`config.mk`:
```
export PLATFORM = sky130hd
export DESIGN_NAME = wind_vane_direction_mode
export DESIGN_NICKNAME = d
export VERILOG_FILES = /design/src/design/wvd_pkg.sv /design/src/design/wvd_ctrl.sv /design/src/design/wvd_dp.sv /design/src/design/wind_vane_direction_mode.sv
export SDC_FILE = /design/constraint.sdc
export NUM_CORES = 1
export LEC_CHECK = 0
export BUFFER_PORTS_ARGS = -buffer_cell sky130_fd_sc_hd__buf_2
export CAP_MARGIN = 15
export CORE_MARGIN = 2
export CORE_UTILIZATION = 50
export DETAILED_ROUTE_END_ITERATION = 7
export PLACE_DENSITY = 0.65
export SYNTH_ARGS = -nofsm -noshare
export SYNTH_HDL_FRONTEND = slang
export SYNTH_HIERARCHICAL = 1
export SYNTH_SLANG_ARGS = --single-unit
export TNS_END_PERCENT = 1
```
`constraint.sdc`:
```
create_clock -name clk -period 9.95 [get_ports clk]
set_input_delay 0.4975 -clock clk [delete_from_list [all_inputs] [get_ports clk]]
set_output_delay 0.4975 -clock clk [all_outputs]
set_load 0.1 [all_outputs]
```
`src/design/wvd_pkg.sv`:
```
package wvd_pkg;

	localparam int COUNT_WIDTH = 16;
	localparam int NUM_BANDS   = 8;
	localparam int IDX_WIDTH   = $clog2(NUM_BANDS);
	localparam int READ_WIDTH  = 10;

	localparam logic [IDX_WIDTH-1:0] DIR_N  = 3'd0;
	localparam logic [IDX_WIDTH-1:0] DIR_NE = 3'd1;
	localparam logic [IDX_WIDTH-1:0] DIR_E  = 3'd2;
	localparam logic [IDX_WIDTH-1:0] DIR_SE = 3'd3;
	localparam logic [IDX_WIDTH-1:0] DIR_S  = 3'd4;
	localparam logic [IDX_WIDTH-1:0] DIR_SW = 3'd5;
	localparam logic [IDX_WIDTH-1:0] DIR_W  = 3'd6;
	localparam logic [IDX_WIDTH-1:0] DIR_NW = 3'd7;

	localparam logic [IDX_WIDTH-1:0] LAST_IDX = IDX_WIDTH'(NUM_BANDS - 1);

	typedef logic [COUNT_WIDTH-1:0] count_t;

	typedef struct packed {
		logic                 hit;
		logic [IDX_WIDTH-1:0] code;
	} band_t;

	typedef struct packed {
		logic                 inc;
		logic                 scan;
		logic                 last;
		logic [IDX_WIDTH-1:0] idx;
	} ctrl_cmd_t;

	typedef struct packed {
		logic out_full;
	} dp_status_t;

	// Readings on a band limit are reported as misses.
	function automatic band_t band_of(input logic [READ_WIDTH-1:0] r);
		band_t b;
		b.hit  = 1'b1;
		b.code = DIR_N;
		if (r == 10'd0 || r == 10'd100 || r == 10'd200 || r == 10'd350 ||
		    r == 10'd450 || r == 10'd650 || r == 10'd800 || r == 10'd900) begin
			b.hit = 1'b0;
		end else if (r < 10'd100) begin
			b.code = DIR_W;
		end else if (r < 10'd200) begin
			b.code = DIR_NW;
		end else if (r < 10'd350) begin
			b.code = DIR_N;
		end else if (r < 10'd450) begin
			b.code = DIR_SW;
		end else if (r < 10'd650) begin
			b.code = DIR_NE;
		end else if (r < 10'd800) begin
			b.code = DIR_S;
		end else if (r < 10'd900) begin
			b.code = DIR_SE;
		end else begin
			b.code = DIR_E;
		end
		return b;
	endfunction

endpackage

```
`src/design/wvd_ctrl.sv`:
```
module wvd_ctrl (
	input  logic                   clk,
	input  logic                   arst_n,
	input  logic                   in_valid,
	output logic                   in_ready,
	input  logic                   mode,
	input  wvd_pkg::dp_status_t    status,
	output wvd_pkg::ctrl_cmd_t     cmd
);

	typedef enum logic [1:0] {
		ST_IDLE = 2'b01,
		ST_SCAN = 2'b10
	} state_t;

	state_t                         state_q;
	state_t                         state_d;
	logic [wvd_pkg::IDX_WIDTH-1:0]  idx_q;
	logic                           accept;

	assign in_ready = (state_q == ST_IDLE) && (!mode || !status.out_full);
	assign accept   = in_valid && in_ready;

	assign cmd.inc  = accept && !mode;
	assign cmd.scan = (state_q == ST_SCAN);
	assign cmd.last = (state_q == ST_SCAN) && (idx_q == wvd_pkg::LAST_IDX);
	assign cmd.idx  = idx_q;

	always_comb begin
		state_d = state_q;
		unique case (state_q)
			ST_IDLE: begin
				if (accept && mode) state_d = ST_SCAN;
			end
			ST_SCAN: begin
				if (idx_q == wvd_pkg::LAST_IDX) state_d = ST_IDLE;
			end
			default: state_d = ST_IDLE;
		endcase
	end

	always_ff @(posedge clk or negedge arst_n) begin
		if (!arst_n) begin
			state_q <= ST_IDLE;
			idx_q   <= '0;
		end else begin
			state_q <= state_d;
			if (state_q == ST_SCAN) idx_q <= idx_q + 1'b1;
			else idx_q <= '0;
		end
	end

endmodule

```
`src/design/wvd_dp.sv`:
```
module wvd_dp (
	input  logic                            clk,
	input  logic                            arst_n,
	input  logic [wvd_pkg::READ_WIDTH-1:0]  reading,
	input  wvd_pkg::ctrl_cmd_t              cmd,
	output wvd_pkg::dp_status_t             status,
	output logic                            out_valid,
	input  logic                            out_ready,
	output logic [wvd_pkg::IDX_WIDTH-1:0]   direction
);

	wvd_pkg::count_t                 counts_q [wvd_pkg::NUM_BANDS];
	wvd_pkg::count_t                 best_q;
	logic [wvd_pkg::IDX_WIDTH-1:0]   best_idx_q;
	logic [wvd_pkg::IDX_WIDTH-1:0]   direction_q;
	logic                            out_valid_q;
	wvd_pkg::band_t                  band;
	logic [wvd_pkg::IDX_WIDTH-1:0]   rd_addr;
	wvd_pkg::count_t                 rd_data;
	logic                            take;
	logic [wvd_pkg::IDX_WIDTH-1:0]   winner;

	assign band    = wvd_pkg::band_of(reading);
	assign rd_addr = cmd.scan ? cmd.idx : band.code;
	assign rd_data = counts_q[rd_addr];

	// The first band always seeds the running maximum; later ones win only when strictly larger.
	assign take   = (cmd.idx == '0) || (best_q < rd_data);
	assign winner = take ? cmd.idx : best_idx_q;

	always_ff @(posedge clk or negedge arst_n) begin
		if (!arst_n) begin
			for (int i = 0; i < wvd_pkg::NUM_BANDS; i++) counts_q[i] <= '0;
			out_valid_q <= 1'b0;
		end else begin
			if (cmd.last) begin
				for (int i = 0; i < wvd_pkg::NUM_BANDS; i++) counts_q[i] <= '0;
			end else if (cmd.inc && band.hit && (rd_data != '1)) begin
				counts_q[rd_addr] <= rd_data + 1'b1;
			end
			if (cmd.last) out_valid_q <= 1'b1;
			else if (out_ready) out_valid_q <= 1'b0;
		end
	end

	always_ff @(posedge clk) begin
		if (cmd.scan && take) begin
			best_q     <= rd_data;
			best_idx_q <= cmd.idx;
		end
		if (cmd.last) direction_q <= winner;
	end

	assign status.out_full = out_valid_q;
	assign out_valid       = out_valid_q;
	assign direction       = direction_q;

endmodule

```
`src/design/wind_vane_direction_mode.sv`:
```
// Wind vane direction mode finder.
// The input channel (in_valid, in_ready) carries an item made of mode and reading.
// A vane sample (mode 0) bumps the saturating counter of its compass band; a
// reading that sits on a band limit is dropped. Samples may arrive back to back,
// one per cycle, while no scan is running.
// An end-of-period item (mode 1) starts a scan over the eight band counters, one
// counter per cycle through a single read port, so the input is held off while
// the scan runs. The winning direction appears on the output channel (out_valid,
// out_ready, direction) in the cycle after the scan ends, and all counters are
// cleared at the same time.
// While a result waits for the receiver, samples are still taken; a further
// end-of-period item is held off until the waiting result has been taken.
// Reset clears all counters and empties the output register.
module wind_vane_direction_mode (
	input  logic                            clk,
	input  logic                            arst_n,
	input  logic                            in_valid,
	output logic                            in_ready,
	input  logic                            mode,
	input  logic [wvd_pkg::READ_WIDTH-1:0]  reading,
	output logic                            out_valid,
	input  logic                            out_ready,
	output logic [wvd_pkg::IDX_WIDTH-1:0]   direction
);

	wvd_pkg::ctrl_cmd_t   cmd;
	wvd_pkg::dp_status_t  status;

	wvd_ctrl u_ctrl (
		.clk      (clk),
		.arst_n   (arst_n),
		.in_valid (in_valid),
		.in_ready (in_ready),
		.mode     (mode),
		.status   (status),
		.cmd      (cmd)
	);

	wvd_dp u_dp (
		.clk       (clk),
		.arst_n    (arst_n),
		.reading   (reading),
		.cmd       (cmd),
		.status    (status),
		.out_valid (out_valid),
		.out_ready (out_ready),
		.direction (direction)
	);

endmodule
```
# == Word-level counts from Yosys, hierarchy flattened ==
# Cells that the tools add are included.
# W data, S select, Z words.
# classes
bitwise_logic,1
n_addsub,2
n_reduce_logical,25
order_cmp,10
eq_ne,13
muxes,25
# op_table
cell,n
$mux W128,2
$bwmux W128,1
$bmux W16 S3,1
$demux W16 S3,1
$mux W16,3
$eq A10 B10 Y1 const B,3
$lt A10 B10 Y1 const B,3
$mux W3,10
$eq A10 B9 Y1 const B,2
$lt A10 B9 Y1 const B,2
$add A16 B1 Y16 const B,1
$lt A16 B16 Y1,1
$ne A16 B16 Y1 const B,1
$eq A10 B7 Y1 const B,1
$eq A10 B8 Y1 const B,1
$logic_not A10 Y1,1
$lt A10 B7 Y1 const B,1
$lt A10 B8 Y1 const B,1
$logic_and A1 B1 Y1,9
$logic_or A1 B1 Y1,9
$ge A4 B4 Y1 const B,1
$lt A4 B1 Y1 const B,1
$mux W1,4
$mux W2,2
other kinds (11),14
# word_totals
input_bits,15
out_inout_bits,5
ff_bits,156

# == Depth between registers and ports, before layout ==
# logic_depth
word_depth,18
ltp_mapped,22

# == Cells and area by module ==
# Netlist, hierarchy kept.
# modules_own_cells
mod,cells_per_inst,instances,area_per_inst_um2
wvd_dp,1030,1,9292.7
wvd_ctrl,19,1,240.2

# == Least setup slack after synthesis ==
# No wires, ideal clock.
# synth_path
path_type,in2reg
start,in reading[4] in the netlist's numbering
end,reg u_dp/best_idx_q[0] in the netlist's numbering (enable)
path_slack_ps,4486
path_buffers,2
t_required_ps,9555
t_arrival_ps,5069
path_stages,18
path_cell_list,buf_4 nor4b_2 o2111ai_2 and4_4 and3_4 buf_6 a21oi_2 mux2_2 a222oi_1 ha_1 a21o_1 a21oi_1 nand2b_1 nor2_1 inv_1 o211ai_1 a21oi_1 nor2_1
# synth_via
elab_chain_cells,17
# synth_rtl
item,line_no,source
start: declaration,wind_vane_direction_mode.sv:20,"input logic [wvd_pkg::READ_WIDTH-1:0] reading,"
$lt A10 B10 Y1 (tied with other cells),wvd_pkg.sv:57,end else if (r < 10'd900) begin
$mux W1 or $logic_or A1 B1 Y1 (tied branches),"wvd_pkg.sv:57, wvd_pkg.sv:42",
$mux W3 or $logic_or A1 B1 Y1 (tied branches),"wvd_pkg.sv:55, wvd_pkg.sv:42",
$mux W3 or $logic_or A1 B1 Y1 (tied branches),"wvd_pkg.sv:53, wvd_pkg.sv:42",
$mux W3 or $logic_or A1 B1 Y1 (tied branches),"wvd_pkg.sv:51, wvd_pkg.sv:42",
$mux W3 or $logic_or A1 B1 Y1 (tied branches),"wvd_pkg.sv:49, wvd_pkg.sv:43",
$mux W3 or $logic_or A1 B1 Y1 (tied branches),"wvd_pkg.sv:47, wvd_pkg.sv:43",
$mux W3 or $logic_or A1 B1 Y1 (tied branches),"wvd_pkg.sv:45, wvd_pkg.sv:43",
$mux W3 *,wvd_pkg.sv:42,if (r == 10'd0 || r == 10'd100 || r == 10'd200 || r == 10'd350 ||
$mux W3 *,wvd_dp.sv:24,assign rd_addr = cmd.scan ? cmd.idx : band.code;
$not A3 Y4 (not written as such) *,wvd_dp.sv:25,assign rd_data = counts_q[rd_addr];
$bmux W16 S3 *,wvd_dp.sv:25,
$mux W16 (not written as such) * (2 in a row),wvd_dp.sv:25,
$lt A16 B16 Y1 *,wvd_dp.sv:28,assign take = (cmd.idx == '0) || (best_q < rd_data);
$logic_or A1 B1 Y1 *,wvd_dp.sv:28,
$logic_and A1 B1 Y1 *,wvd_dp.sv:47,if (cmd.scan && take) begin
end signal: assignment,wvd_dp.sv:49,best_idx_q <= cmd.idx;
end: declaration,wvd_dp.sv:14,logic [wvd_pkg::IDX_WIDTH-1:0] best_idx_q;
# Mark *: on every way between the ends. The rest lies on a longest branch, timed or not. The select of a mux whose other input is x is not followed.
# A chain may end at the register's enable or synchronous reset.

==> results.txt <==
Post-Place Cell Area: 0.00965 sq mm
r2r setup slk: 3.83 ns
Routability Congestion: 0.892
Post-synth EDFFs: 22
H-tree depth: 4
Main synth FF type: dfrtp_1
initial core utilization: 51.0%
Cell Count, Final, Fillers Out: 1266
Layout Nets: 1053
Hold Fails Final Rpt: 0
Max-Cap Viols: 0
die width: 142 um
clk_lat worst skew: 0.44 ns
Rows: 50
Inserted Clock Buffers: 17
Worst Tran Pin Value: 1.26 ns
Post-Layout Inst Area: 0.0103 sq mm
CP Launch Type: flop
f_max: 163 MHz
die height: 142 um
outcome: completed
CP Capture Type: flop
critical path class: flop to flop
clock skew: 0.00791 ns
worst vdd ir: 0.124 mV
FF-to-FF path depth: 17
routed via count: 8884
First-pass DRT Iterations: 8
Die Area: 0.0202 sq mm
global route overflow: 0
sequential area share after synthesis: 42.1%
RSZ-0062 raised after global routing: false
DRC Markers: 0
CTS resizes: 0
Syn Std Cell Area: 0.00953 sq mm
WP data arrival: 6.44 ns
worst min-delay path category: input port to asynchronous set/reset pin
P&R area growth vs syn: 7.82%
final wirelength: 32900 um
Avg Synthesized Cell Area: 9.09 sq um
Yosys warning total: 6
worst path required time: 10.27 ns
static leakage: 4.11 nW
core area: 0.0187 sq mm
layout cells sized above 1: 12.9%
largest net degree at the start of global routing: 95
Slew Limit Fails: 0
drt via density: 7.02
CP Max Fanout: 53
Yosys top cell by area: dfrtp_1
Slew HR: 16.0%
Synth top area share: 34.9%
CTS tree: done
minimum clock period: 6.12 ns
global-route usage over all layers: 32.8%
commonest non-fill, non-tap cell in the layout: a21oi_1
root buffer cell: clkbuf_16
Final ANT Viol Nets: 0
FFs w/ async S/R, synth: 85.9%
Post-CTS Setup Repair Bufs: 0
vias in the first global route: 8455
DR iter-0 viols: 1175
initial antenna violation count: 1
CTS clk-pin slew, worst paths: 0.07 ns
CTS Sinks: 156
Post-Place Worst Slack: 3.78 ns
placed cell count: 1235
setup violators final: 0
setup slack after layout: 3.83 ns
cells taking the most area after synthesis: dfrtp_1 (35%), a21oi_1 (7.5%), edfxtp_1 (6.9%)
flops & latches, synth: 156
commonest cells after routing, fill and taps aside: a21oi_1 (142), dfrtp_1 (133), o21ai_0 (99)
final setup TNS: 0 ns
Mapped Cells: 1049
Syn Nets: 1082
Netlist cell types: 92
Pwr per Cell Area: 221 mW/mm^2
period utilisation layout: 61.5%
WL per Instance: 26.0 um
CTS Hold Bufs: 0
IO Port Bufs: 19
clk buf depth: 2
hpwl dp: 20400 um
global-route wire length before repair: 50400 um
Ports: 20
-- report_power, final --
group | total (mW) | switching, mW | internal, mW | leakage [nW]
combinational | 0.649 | 0.419 | 0.230 | 1.85
sequential | 0.917 | 0.104 | 0.813 | 1.95
clock | 0.703 | 0.274 | 0.429 | 0.302
-- kinds of logic (layout without fill, tap and decap cells) --
group / Yosys count / in the layout / synth area share [%]
buffers and inverters: 118 / 100 / 6.00
AO/OA/AOI/OAI: 371 / 371 / 24.8
flip-flops: 156 / 156 / 42.1
AND/OR/NAND/NOR: 346 / 346 / 20.2
XOR/XNOR: 9 / 9 / 0.827
adder cells (fa/ha/maj): 18 / 18 / 2.36
other: 0 / 1 / 0
multiplexers: 31 / 31 / 3.69
-- flip-flops by register name, summed over array words and instances, names as in the netlist --
signal / cells
u_dp/best_idx_q: 3
u_dp/direction: 3
u_dp/best_q: 16
u_ctrl/idx_q: 3
u_dp/out_valid: 1
u_dp/counts_q: 128
u_ctrl/state_q: 2
-- routing by layer --
layer  global-route usage [%]  vias up  wire length (um)
met5                        0        -                 0
met4                     13.9        0              1240
met2                     49.8      526             14900
met3                     7.94      115              3260
met1                     45.1     4344             13600
li1                         -     3899                 -
-- metrics by stage --
stage | power [mW] | hold slack (ns) | utilization [%]
2_1_floorplan | 1.33 | 0.202 | -
3_3_place_gp | 1.54 | 0.512 | 51.6
5_1_grt | 2.36 | 0.0708 | 54.9
4_1_cts | 2.24 | 0.0602 | 54.9
6_report | 2.27 | 0.0297 | 54.9
3_5_place_dp | 1.55 | 0.516 | 51.6
-- worst max-delay path, cell delays in order, from the launching register on --
cell and delay (ns):
dfstp_2 0.38, nand2b_4 0.15, inv_2 0.16, inv_1 0.22
o221a_2 0.20, and3_1 0.20, nand3_1 0.41, nand2_1 0.61
nand2_1 0.65, o22ai_1 0.17, a2bb2oi_1 0.54, ha_1 0.33
nor4b_4 0.34, nand2_2 0.22, o311ai_4 0.25, buf_4 0.54
nor2_1 0.24, mux2_1 0.36
-- cells in the mapped netlist (7+ instances only) --
library cell / count
mux2i_1: 16
nand2b_1: 9
dfrtp_1: 133
nand3_1: 81
ha_1: 18
clkbuf_1: 43
xnor2_1: 9
nor2b_1: 12
o21ai_1: 7
or3_1: 10
and2_1: 11
nand4_1: 34
o21ai_0: 99
buf_4: 18
inv_1: 26
mux2_2: 11
nand2_1: 50
a21o_1: 11
buf_2: 23
nor2_1: 39
nor3_1: 56
a21oi_1: 142
a2111oi_0: 8
a221oi_1: 7
a211oi_1: 19
edfxtp_1: 22
-- layout make-up --
cell class	instances	area [sq um]
clock buffer	21	493
inverter	28	105
antenna	1	2.50
clock inverter	9	133
multi-input combinational	775	4960
fill	1727	8430
timing repair buffer	42	274
tap	234	293
sequential	156	4020
-- worst paths after layout --
path / to / startpoint
worst min-delay path: u_ctrl/state_q[1]$_DFFE_PN0P_ / arst_n
worst max-delay path: u_dp/counts_q[79]$_DFFE_PN0P_ / u_ctrl/state_q[0]$_DFFE_PN1P_
max in group asynchronous: u_dp/counts_q[100]$_DFFE_PN0P_ / arst_n
worst min register to register: u_dp/out_valid$_DFFE_PN0P_ / u_dp/out_valid$_DFFE_PN0P_
min in group clk: u_dp/out_valid$_DFFE_PN0P_ / out_ready
worst max register to register: u_dp/counts_q[79]$_DFFE_PN0P_ / u_ctrl/state_q[0]$_DFFE_PN1P_
No activity file was read; power rests on OpenSTA's default activity.
